$ cat config.mk
export PLATFORM = sky130hd
export DESIGN_NAME = pid_motor_drive
export DESIGN_NICKNAME = d
export VERILOG_FILES = /design/src/hw/rtl/pmd_pkg.sv /design/src/hw/rtl/pid_motor_drive.sv /design/src/hw/rtl/pmd_ctrl.sv /design/src/hw/rtl/pmd_datapath.sv
export SDC_FILE = /design/constraint.sdc
export NUM_CORES = 2
export LEC_CHECK = 0
export BUFFER_PORTS_ARGS = -buffer_cell sky130_fd_sc_hd__buf_2
export CAP_MARGIN = 20
export CORE_MARGIN = 2
export CORE_UTILIZATION = 60
export DETAILED_ROUTE_END_ITERATION = 16
export PLACE_DENSITY = 0.77
export SLEW_MARGIN = 30
export SYNTH_ARGS = -nofsm -noshare
export SYNTH_HDL_FRONTEND = slang
export SYNTH_SLANG_ARGS = --single-unit
$ cat constraint.sdc
create_clock -name clock -period 22.9 [get_ports clock]
set_input_delay 2.29 -clock clock [delete_from_list [all_inputs] [get_ports clock]]
set_output_delay 2.29 -clock clock [all_outputs]
set_load 0.02 [all_outputs]
$ cat src/hw/rtl/pmd_pkg.sv
`timescale 1ns / 1ps
// ============================================================================
// pmd_pkg
// Shared constants and types of the PID motor drive: fixed-point formats,
// register indexes and the command and status bundles between the
// controller and the datapath.
// ============================================================================
package pmd_pkg;

   localparam int DATA_WIDTH  = 32;
   localparam int FRAC_BITS   = 16;
   localparam int PERIOD_BITS = 16;
   localparam int FLOOR_BITS  = 31;
   localparam int LIMIT_BITS  = 15;
   localparam int CSR_IDX_W   = 3;

   localparam int INTEG_BOUND = 100;
   localparam int INTEG_W     = $clog2(INTEG_BOUND + 1) + FRAC_BITS + 1;
   localparam int DIFF_W      = DATA_WIDTH + 1;
   localparam int MUL_B_W     = DATA_WIDTH + 1;
   localparam int PROD_W      = DATA_WIDTH + MUL_B_W;
   localparam int TERM_W      = 2 * DATA_WIDTH - FRAC_BITS;
   localparam int ACC_W       = TERM_W + 2;
   localparam int DIV_W       = DATA_WIDTH + PERIOD_BITS;
   localparam int DIV_CNT_W   = $clog2(DIV_W + 1);
   localparam int DUTY_W      = LIMIT_BITS;

   localparam logic [LIMIT_BITS-1:0] DRIVE_LIMIT_RST = LIMIT_BITS'(255);

   typedef enum logic [CSR_IDX_W-1:0] {
      CSR_GAIN_P         = 3'd0,
      CSR_GAIN_I         = 3'd1,
      CSR_GAIN_D         = 3'd2,
      CSR_FRICTION_FLOOR = 3'd3,
      CSR_DRIVE_LIMIT    = 3'd4
   } csr_index_type;

   typedef enum logic [1:0] {
      MUL_ERR_PERIOD = 2'd0,
      MUL_GAIN_P     = 2'd1,
      MUL_GAIN_I     = 2'd2,
      MUL_GAIN_D     = 2'd3
   } mul_sel_type;

   typedef enum logic [1:0] {
      ACC_HOLD = 2'd0,
      ACC_LOAD = 2'd1,
      ACC_ADD  = 2'd2
   } acc_op_type;

   typedef struct packed {
      logic        capture;
      logic        div_start;
      logic        mul_en;
      mul_sel_type mul_sel;
      logic        integ_update;
      acc_op_type  acc_op;
      logic        deriv_load;
      logic        finish;
   } pmd_cmd_type;

   typedef struct packed {
      logic div_done;
   } pmd_status_type;

endpackage

$ cat src/hw/rtl/pid_motor_drive.sv
`timescale 1ns / 1ps
// ============================================================================
// pid_motor_drive
// Position PID controller with integral clamp, derivative by division,
// drive saturation and static-friction compensation for a PWM bridge.
// ============================================================================
// Usage:
//   req_* carries one item (measured position, target, period); it is taken
//   at a clock edge with req_valid high and req_stall low. rsp_* returns one
//   result per item (drive, PWM duty, direction) under the same rule.
//   csr_* writes gains, friction floor and drive limit by index; csr_ready
//   is always high. Write only while no item is in flight.
//   One item is in flight at a time: a new item is taken only once the last
//   result is written into the output register. The 48-step derivative
//   divider sets the pace, with the three products of the shared multiplier
//   overlapped behind it.
//   A finished result sits in the output register; while rsp_stall holds it
//   the next item is still taken and computed, then waits until the output
//   register frees up.
//   Reset (synchronous) clears the integral and previous error, sets gains
//   and friction floor to zero and the drive limit to 255, and empties the
//   output register.
// ============================================================================
module pid_motor_drive
   import pmd_pkg::*;
(
   input  logic                           clock,
   input  logic                           reset,
   input  logic                           req_valid,
   output logic                           req_stall,
   input  logic signed [DATA_WIDTH-1:0]   req_measured_position,
   input  logic signed [DATA_WIDTH-1:0]   req_target_position,
   input  logic        [PERIOD_BITS-1:0]  req_period,
   output logic                           rsp_valid,
   input  logic                           rsp_stall,
   output logic signed [DATA_WIDTH-1:0]   rsp_drive_value,
   output logic        [DUTY_W-1:0]       rsp_pwm_duty,
   output logic                           rsp_forward,
   input  logic                           csr_valid,
   output logic                           csr_ready,
   input  logic        [CSR_IDX_W-1:0]    csr_index,
   input  logic        [DATA_WIDTH-1:0]   csr_data
);

   pmd_cmd_type    cmd;
   pmd_status_type status;

   assign csr_ready = 1'b1;

   pmd_ctrl u_ctrl (
      .clock     (clock),
      .reset     (reset),
      .req_valid (req_valid),
      .req_stall (req_stall),
      .rsp_stall (rsp_stall),
      .rsp_valid (rsp_valid),
      .cmd       (cmd),
      .status    (status)
   );

   pmd_datapath u_datapath (
      .clock                 (clock),
      .reset                 (reset),
      .cmd                   (cmd),
      .status                (status),
      .req_measured_position (req_measured_position),
      .req_target_position   (req_target_position),
      .req_period            (req_period),
      .csr_write             (csr_valid && csr_ready),
      .csr_index             (csr_index),
      .csr_data              (csr_data),
      .rsp_drive_value       (rsp_drive_value),
      .rsp_pwm_duty          (rsp_pwm_duty),
      .rsp_forward           (rsp_forward)
   );

   a_one_in_flight: assert property (@(posedge clock) disable iff (reset)
      (req_valid && !req_stall) |=> req_stall)
      else $error("item taken while another is in flight");

   a_forward_sign: assert property (@(posedge clock) disable iff (reset)
      (rsp_valid && rsp_forward) |-> (rsp_drive_value > 0))
      else $error("forward set without a positive drive");

   a_zero_drive: assert property (@(posedge clock) disable iff (reset)
      (rsp_valid && rsp_drive_value == 0) |-> (rsp_pwm_duty == 0 && !rsp_forward))
      else $error("zero drive with nonzero duty or forward");

   a_result_after_item: assert property (@(posedge clock) disable iff (reset)
      $rose(rsp_valid) |-> req_stall == 1'b0)
      else $error("result raised while the sequencer is busy");

endmodule

$ cat src/hw/rtl/pmd_ctrl.sv
`timescale 1ns / 1ps
// ============================================================================
// pmd_ctrl
// Sequencer of the PID motor drive: steps one item through error capture,
// integral update, the shared multiplier, the divider wait and the output.
// ============================================================================
module pmd_ctrl
   import pmd_pkg::*;
(
   input  logic           clock,
   input  logic           reset,
   input  logic           req_valid,
   output logic           req_stall,
   input  logic           rsp_stall,
   output logic           rsp_valid,
   output pmd_cmd_type    cmd,
   input  pmd_status_type status
);

   typedef enum logic [8:0] {
      ST_IDLE  = 9'b000000001,
      ST_ERRP  = 9'b000000010,
      ST_INTEG = 9'b000000100,
      ST_PTERM = 9'b000001000,
      ST_ITERM = 9'b000010000,
      ST_DWAIT = 9'b000100000,
      ST_DMUL  = 9'b001000000,
      ST_DTERM = 9'b010000000,
      ST_OUT   = 9'b100000000
   } state_type;

   state_type state_ff, state_in;
   logic      rsp_valid_ff, rsp_valid_in;
   logic      out_free;

   assign out_free  = !rsp_valid_ff || !rsp_stall;
   assign req_stall = (state_ff != ST_IDLE);
   assign rsp_valid = rsp_valid_ff;

   always_comb begin
      state_in         = state_ff;
      cmd.capture      = 1'b0;
      cmd.div_start    = 1'b0;
      cmd.mul_en       = 1'b0;
      cmd.mul_sel      = MUL_ERR_PERIOD;
      cmd.integ_update = 1'b0;
      cmd.acc_op       = ACC_HOLD;
      cmd.deriv_load   = 1'b0;
      cmd.finish       = 1'b0;
      case (state_ff)
         ST_IDLE: begin
            if (req_valid) begin
               cmd.capture = 1'b1;
               state_in    = ST_ERRP;
            end
         end
         ST_ERRP: begin
            cmd.mul_en    = 1'b1;
            cmd.mul_sel   = MUL_ERR_PERIOD;
            cmd.div_start = 1'b1;
            state_in      = ST_INTEG;
         end
         ST_INTEG: begin
            cmd.integ_update = 1'b1;
            cmd.mul_en       = 1'b1;
            cmd.mul_sel      = MUL_GAIN_P;
            state_in         = ST_PTERM;
         end
         ST_PTERM: begin
            cmd.acc_op  = ACC_LOAD;
            cmd.mul_en  = 1'b1;
            cmd.mul_sel = MUL_GAIN_I;
            state_in    = ST_ITERM;
         end
         ST_ITERM: begin
            cmd.acc_op = ACC_ADD;
            state_in   = ST_DWAIT;
         end
         ST_DWAIT: begin
            if (status.div_done) begin
               cmd.deriv_load = 1'b1;
               state_in       = ST_DMUL;
            end
         end
         ST_DMUL: begin
            cmd.mul_en  = 1'b1;
            cmd.mul_sel = MUL_GAIN_D;
            state_in    = ST_DTERM;
         end
         ST_DTERM: begin
            cmd.acc_op = ACC_ADD;
            state_in   = ST_OUT;
         end
         ST_OUT: begin
            if (out_free) begin
               cmd.finish = 1'b1;
               state_in   = ST_IDLE;
            end
         end
         default: begin
            state_in = ST_IDLE;
         end
      endcase
   end

   always_comb begin
      rsp_valid_in = rsp_valid_ff;
      if (rsp_valid_ff && !rsp_stall) begin
         rsp_valid_in = 1'b0;
      end
      if (cmd.finish) begin
         rsp_valid_in = 1'b1;
      end
   end

   always_ff @(posedge clock) begin
      if (reset) begin
         state_ff     <= ST_IDLE;
         rsp_valid_ff <= 1'b0;
      end else begin
         state_ff     <= state_in;
         rsp_valid_ff <= rsp_valid_in;
      end
   end

endmodule

$ cat src/hw/rtl/pmd_datapath.sv
`timescale 1ns / 1ps
// ============================================================================
// pmd_datapath
// Arithmetic of the PID motor drive: configuration registers, error and
// integral registers, a shared signed multiplier, a radix-2 restoring
// divider for the derivative, the term accumulator and the output stage.
// ============================================================================
module pmd_datapath
   import pmd_pkg::*;
(
   input  logic                           clock,
   input  logic                           reset,
   input  pmd_cmd_type                    cmd,
   output pmd_status_type                 status,
   input  logic signed [DATA_WIDTH-1:0]   req_measured_position,
   input  logic signed [DATA_WIDTH-1:0]   req_target_position,
   input  logic        [PERIOD_BITS-1:0]  req_period,
   input  logic                           csr_write,
   input  logic        [CSR_IDX_W-1:0]    csr_index,
   input  logic        [DATA_WIDTH-1:0]   csr_data,
   output logic signed [DATA_WIDTH-1:0]   rsp_drive_value,
   output logic        [DUTY_W-1:0]       rsp_pwm_duty,
   output logic                           rsp_forward
);

   localparam logic signed [DIFF_W-1:0]  DW_MAX = DIFF_W'((64'd1 << (DATA_WIDTH - 1)) - 64'd1);
   localparam logic signed [DIFF_W-1:0]  DW_MIN = -DW_MAX - DIFF_W'(1);
   localparam logic signed [DIFF_W-1:0]  IBOUND = DIFF_W'(INTEG_BOUND * (64'd1 << FRAC_BITS));
   localparam logic        [DIFF_W-1:0]  CAP_POS = DIFF_W'((64'd1 << (DATA_WIDTH - 1)) - 64'd1);
   localparam logic        [DIFF_W-1:0]  CAP_NEG = DIFF_W'(64'd1 << (DATA_WIDTH - 1));

   // configuration
   logic signed [DATA_WIDTH-1:0] gain_p_ff, gain_i_ff, gain_d_ff;
   logic        [FLOOR_BITS-1:0] floor_ff;
   logic        [LIMIT_BITS-1:0] limit_ff;

   always_ff @(posedge clock) begin
      if (reset) begin
         gain_p_ff <= '0;
         gain_i_ff <= '0;
         gain_d_ff <= '0;
         floor_ff  <= '0;
         limit_ff  <= DRIVE_LIMIT_RST;
      end else if (csr_write) begin
         case (csr_index)
            CSR_GAIN_P:         gain_p_ff <= csr_data;
            CSR_GAIN_I:         gain_i_ff <= csr_data;
            CSR_GAIN_D:         gain_d_ff <= csr_data;
            CSR_FRICTION_FLOOR: floor_ff  <= csr_data[FLOOR_BITS-1:0];
            CSR_DRIVE_LIMIT:    limit_ff  <= csr_data[LIMIT_BITS-1:0];
            default: begin
            end
         endcase
      end
   end

   // error capture
   logic signed [DIFF_W-1:0]      err_diff;
   logic signed [DATA_WIDTH-1:0]  err_in, err_ff, prev_err_ff;
   logic        [PERIOD_BITS-1:0] period_ff;

   assign err_diff = DIFF_W'(req_target_position) - DIFF_W'(req_measured_position);

   always_comb begin
      if (err_diff > DW_MAX) begin
         err_in = DW_MAX[DATA_WIDTH-1:0];
      end else if (err_diff < DW_MIN) begin
         err_in = DW_MIN[DATA_WIDTH-1:0];
      end else begin
         err_in = err_diff[DATA_WIDTH-1:0];
      end
   end

   always_ff @(posedge clock) begin
      if (cmd.capture) begin
         err_ff    <= err_in;
         period_ff <= req_period;
      end
   end

   // shared multiplier
   logic signed [DATA_WIDTH-1:0] mul_a;
   logic signed [MUL_B_W-1:0]    mul_b;
   logic signed [PROD_W-1:0]     prod_ff;
   logic signed [INTEG_W-1:0]    integ_ff;
   logic signed [DATA_WIDTH-1:0] deriv_ff;

   always_comb begin
      case (cmd.mul_sel)
         MUL_ERR_PERIOD: begin
            mul_a = err_ff;
            mul_b = MUL_B_W'({1'b0, period_ff});
         end
         MUL_GAIN_P: begin
            mul_a = gain_p_ff;
            mul_b = MUL_B_W'(err_ff);
         end
         MUL_GAIN_I: begin
            mul_a = gain_i_ff;
            mul_b = MUL_B_W'(integ_ff);
         end
         MUL_GAIN_D: begin
            mul_a = gain_d_ff;
            mul_b = MUL_B_W'(deriv_ff);
         end
         default: begin
            mul_a = err_ff;
            mul_b = '0;
         end
      endcase
   end

   always_ff @(posedge clock) begin
      if (cmd.mul_en) begin
         prod_ff <= mul_a * mul_b;
      end
   end

   // integral with clamp
   logic signed [DATA_WIDTH-1:0] integ_inc;
   logic signed [DIFF_W-1:0]     integ_sum;
   logic signed [INTEG_W-1:0]    integ_in;

   assign integ_inc = prod_ff[PERIOD_BITS +: DATA_WIDTH];
   assign integ_sum = DIFF_W'(integ_ff) + DIFF_W'(integ_inc);

   always_comb begin
      if (integ_sum > IBOUND) begin
         integ_in = IBOUND[INTEG_W-1:0];
      end else if (integ_sum < -IBOUND) begin
         integ_in = INTEG_W'(-IBOUND);
      end else begin
         integ_in = integ_sum[INTEG_W-1:0];
      end
   end

   always_ff @(posedge clock) begin
      if (reset) begin
         integ_ff    <= '0;
         prev_err_ff <= '0;
      end else begin
         if (cmd.integ_update) begin
            integ_ff <= integ_in;
         end
         if (cmd.div_start) begin
            prev_err_ff <= err_ff;
         end
      end
   end

   // derivative divider: (|diff| << PERIOD_BITS) / period, one bit a cycle
   logic signed [DIFF_W-1:0]      dd_diff;
   logic        [DIFF_W-1:0]      dd_mag;
   logic        [DIV_W-1:0]       div_dvd_ff, div_dvd_in;
   logic        [PERIOD_BITS-1:0] div_rem_ff, div_rem_in;
   logic        [DIV_CNT_W-1:0]   div_cnt_ff, div_cnt_in;
   logic                          dd_neg_ff, dd_zero_ff;
   logic        [PERIOD_BITS:0]   div_trial;
   logic                          div_ge;

   assign dd_diff   = DIFF_W'(err_ff) - DIFF_W'(prev_err_ff);
   assign dd_mag    = dd_diff[DIFF_W-1] ? DIFF_W'(-dd_diff) : dd_diff;
   assign div_trial = {div_rem_ff, div_dvd_ff[DIV_W-1]};
   assign div_ge    = (div_trial >= {1'b0, period_ff});
   assign status.div_done = (div_cnt_ff == '0);

   always_comb begin
      div_dvd_in = div_dvd_ff;
      div_rem_in = div_rem_ff;
      div_cnt_in = div_cnt_ff;
      if (cmd.div_start) begin
         div_dvd_in = {dd_mag[DATA_WIDTH-1:0], {PERIOD_BITS{1'b0}}};
         div_rem_in = '0;
         div_cnt_in = DIV_CNT_W'(DIV_W);
      end else if (div_cnt_ff != '0) begin
         div_dvd_in = {div_dvd_ff[DIV_W-2:0], div_ge};
         div_rem_in = div_ge ? PERIOD_BITS'(div_trial - {1'b0, period_ff})
                             : div_trial[PERIOD_BITS-1:0];
         div_cnt_in = div_cnt_ff - DIV_CNT_W'(1);
      end
   end

   always_ff @(posedge clock) begin
      if (reset) begin
         div_cnt_ff <= '0;
      end else begin
         div_cnt_ff <= div_cnt_in;
      end
   end

   always_ff @(posedge clock) begin
      div_dvd_ff <= div_dvd_in;
      div_rem_ff <= div_rem_in;
      if (cmd.div_start) begin
         dd_neg_ff  <= dd_diff[DIFF_W-1];
         dd_zero_ff <= (dd_diff == '0);
      end
   end

   logic [DIFF_W-1:0]            deriv_cap, deriv_mag;
   logic signed [DIFF_W-1:0]     deriv_wide;
   logic signed [DATA_WIDTH-1:0] deriv_in;

   assign deriv_cap = dd_neg_ff ? CAP_NEG : CAP_POS;

   always_comb begin
      if (period_ff == '0 || div_dvd_ff > DIV_W'(deriv_cap)) begin
         deriv_mag = deriv_cap;
      end else begin
         deriv_mag = div_dvd_ff[DIFF_W-1:0];
      end
      deriv_wide = dd_neg_ff ? DIFF_W'(-deriv_mag) : DIFF_W'(deriv_mag);
      deriv_in   = dd_zero_ff ? '0 : deriv_wide[DATA_WIDTH-1:0];
   end

   always_ff @(posedge clock) begin
      if (cmd.deriv_load) begin
         deriv_ff <= deriv_in;
      end
   end

   // term accumulator
   logic signed [TERM_W-1:0] term;
   logic signed [ACC_W-1:0]  acc_ff;

   assign term = prod_ff[FRAC_BITS +: TERM_W];

   always_ff @(posedge clock) begin
      case (cmd.acc_op)
         ACC_LOAD: acc_ff <= ACC_W'(term);
         ACC_ADD:  acc_ff <= acc_ff + ACC_W'(term);
         default: begin
         end
      endcase
   end

   // limit, friction compensation, output register
   logic signed [ACC_W-1:0]      dlim;
   logic signed [DATA_WIDTH-1:0] clamped, fl, drive;
   logic        [DATA_WIDTH-1:0] drive_mag;
   logic        [DUTY_W-1:0]     duty;

   assign dlim = ACC_W'({limit_ff, {FRAC_BITS{1'b0}}});
   assign fl   = DATA_WIDTH'({1'b0, floor_ff});

   always_comb begin
      if (acc_ff > dlim) begin
         clamped = dlim[DATA_WIDTH-1:0];
      end else if (acc_ff < -dlim) begin
         clamped = DATA_WIDTH'(-dlim);
      end else begin
         clamped = acc_ff[DATA_WIDTH-1:0];
      end
      drive = clamped;
      if (clamped > 0 && clamped < fl) begin
         drive = fl;
      end else if (clamped < 0 && clamped > -fl) begin
         drive = -fl;
      end
      drive_mag = drive[DATA_WIDTH-1] ? DATA_WIDTH'(-drive) : DATA_WIDTH'(drive);
      if (drive_mag[DATA_WIDTH-1:FRAC_BITS + DUTY_W] != '0) begin
         duty = '1;
      end else begin
         duty = drive_mag[FRAC_BITS +: DUTY_W];
      end
   end

   always_ff @(posedge clock) begin
      if (cmd.finish) begin
         rsp_drive_value <= drive;
         rsp_pwm_duty    <= duty;
         rsp_forward     <= (drive > 0);
      end
   end

endmodule

==> out/qor.txt <==
status = finished, final reports clean
CTS Hold Buffers Added = 0
Tmin final = 12.38 ns
share of post-route cells with drive strength above 1 = 7.09%
Final Instance Area = 0.0746 mm²
drt pass-1 iters = 8
ANT nets after route = 0
synth top area cells = fa_1, edfxtp_1, ha_1
unrepaired setup endpoints after global routing = false
gpl congestion = 1.08
Post-synth top cells = inv_1, nand2_1, fa_1
Critical Path AT = 12.81 ns
worst slew pin tran = 1.09 ns
H-Tree Depth = 2
die area = 0.119 mm²
most common cell in the synthesized netlist = inv_1
Synth area leader = fa_1
# rows = 125
Post-DP HPWL = 195000 µm
final setup TNS = 0 ns
DR DRC count = 0
post-CTS setup buffers = 0
initial antenna violation count = 17
WL per Instance = 25.9 µm
top cell family by delay on the critical path = adder cells
Hold Crit Class = flop to flop
syn nets = 9749
I/O pin count = 171
worst relative slew slack = 27.0%
Die W = 345 µm
Peak Freq = 0.0808 GHz
Worst-Skew Late Latency = 0.69 ns
max-cap viol count = 0
Top FF cell, synth = edfxtp_1
Critical Setup Path Class = flop to flop
DRT iter0 DRCs = 7332
Die Y = 345 µm
clock-pin slew on the worst setup and hold paths = 0.07 ns
Tcrit/Tclk final = 54.1%
Seq/Total Area, Yosys = 18.2%
Fin. Hold Viols = 0
# clock sinks = 506
CTS tree = yes
cell mode on critical path = fa_1
global-route wire length before repair = 372000 µm
CP max stage delay = 0.73 ns
Mapped Area = 0.0699 mm²
top-area cell type share of the netlist area = 31.1%
Clock Skew = 0.0407 ns
nets = 9773
core area = 0.116 mm²
Synth Instances = 8052
PostCTS Resize Cnt = 0
Req. time, crit path = 23.32 ns
Root Driver = clkbuf_16
CTS max path bufs = 3
vias in the first global route = 60200
global-route usage over all layers = 41.9%
Inst Count DP = 9540
worst-path maximum fanout = 54
vias after detailed routing = 60200
Placed Area = 0.0726 mm²
endpoints failing setup = 0
CTS buffer count = 57
largest net degree at the start of global routing = 91
post-synthesis async set-or-reset flop share = 0%
Yosys reg bits = 506
number of library cell types mapped by synthesis = 90
crit path launch type = flop
Via density = 6.23
Post-synth EDFFs = 260
Initial Util = 60.3%
Layout area overhead = 6.72%
worst path bufs/invs = 9
Worst path slowest cell = buf_4
Post-Route WL = 250000 µm
total congestion overflow = 0
Mean Syn Cell Area = 8.68 µm²
# port buffers = 169
Final Max Tran Viols = 0
Synth warnings = 0
Cell Count, Final, Fillers Out = 9660
Crit. End Element = flop
## path summary, 6_finish.rpt
kind                          endpoint                       from  cells after the start  slack [ns]
max             u_datapath.prod_ff[61]         u_ctrl.state_ff[4]                     38       10.52
max reg2reg     u_datapath.prod_ff[61]         u_ctrl.state_ff[4]                     38       10.52
min          u_datapath.prev_err_ff[9]  u_datapath.prev_err_ff[9]                      2        0.45
min reg2reg  u_datapath.prev_err_ff[9]  u_datapath.prev_err_ff[9]                      2        0.45
## layer usage
layer | global-route usage, % | vias to the layer above | part of all wire (%)
met1 | 51.4 | 29300 | 36
met4 | 26.6 | 18 | 8.2
met3 | 16.9 | 946 | 14
met5 | 1.56 | - | 0.11
li1 | - | 26100 | -
met2 | 61.6 | 3839 | 42
## state kept, by name, summed over array words and instances (netlist names), 31 cells and up
signal,flops
u_datapath.rsp_drive_value,32
u_datapath.gain_p_ff,32
u_datapath.err_ff,32
u_datapath.gain_d_ff,32
u_datapath.deriv_ff,32
u_datapath.acc_ff,50
u_datapath.div_dvd_ff,48
u_datapath.floor_ff,31
u_datapath.prod_ff,48
u_datapath.prev_err_ff,32
u_datapath.gain_i_ff,32
## placed cells by master (no fill, tap or decap), drive strengths merged, types with 17 or more instances in the layout
cell	netlist	layout
or2	37	37
a221oi	25	25
a22o	27	27
clkinv	1	22
mux2i	30	30
nor2	784	784
dfxtp	246	246
o21bai	26	26
nand2	1202	1202
a21oi	500	500
a31oi	27	27
clkbuf	328	66
edfxtp	260	260
o31ai	39	39
nor3	98	98
a21o	115	115
o21ai	236	236
and4	26	26
buf	33	325
xor2	87	87
a211oi	37	37
or3	38	38
ha	491	491
a22oi	25	25
nor2b	47	47
nand3b	17	17
xnor2	184	184
nand4	78	78
nand2b	45	45
mux2	49	49
and2	43	43
nor4	46	46
o211ai	22	22
o21a	58	58
inv	1300	1313
fa	1086	1086
nand3	114	114
and3	40	40
## per-stage QoR
step / hold WS [ns] / setup slack, ns / util, %
final: 0.455 / 10.52 / 64.4
after floorplan: 0.432 / 12.42 / -
after global placement: 0.441 / 10.89 / 62.7
after detailed placement: 0.446 / 10.90 / 62.7
after global routing: 0.474 / 9.90 / 64.3
after CTS: 0.454 / 10.87 / 64.3
## kinds of logic (layout without fill, tap and decap cells)
kind of cell / count (synthesis) / count (layout) / share of synthesized area [%]
AO/OA/AOI/OAI: 1291 / 1291 / 11.6
buffers and inverters: 1662 / 1735 / 8.95
XOR/XNOR: 271 / 271 / 3.40
other: 1 / 12 / 0.00537
flip-flops: 506 / 506 / 18.2
AND/OR/NAND/NOR: 2663 / 2663 / 16.7
adder cells (fa/ha/maj): 1579 / 1579 / 39.9
multiplexers: 79 / 79 / 1.22
## worst register-to-register path: cells and delay by family, from the launching register on
| kind | cells | cell delay, ns |
|---|---|---|
| flip-flops | 1 | 0.38 |
| AO/OA/AOI/OAI | 11 | 3.54 |
| adder cells (fa/ha/maj) | 9 | 4.51 |
| buffers and inverters | 9 | 1.34 |
| XOR/XNOR | 1 | 0.15 |
| AND/OR/NAND/NOR | 8 | 2.22 |
## area by class of cell
| cell class | instances | area (µm²) |
|---|---|---|
| repair buffers | 326 | 2030 |
| flip-flops and latches | 506 | 12700 |
| well taps | 1524 | 1910 |
| multi-input cells | 5884 | 51100 |
| inverters | 1301 | 4880 |
| diodes | 11 | 27.5 |
| fillers | 9741 | 41300 |
| clock inverters | 43 | 389 |
| clock buffers | 65 | 1510 |
Power is not shown: default switching activity piles up to over one toggle a cycle in this logic, so the estimate is an artifact.
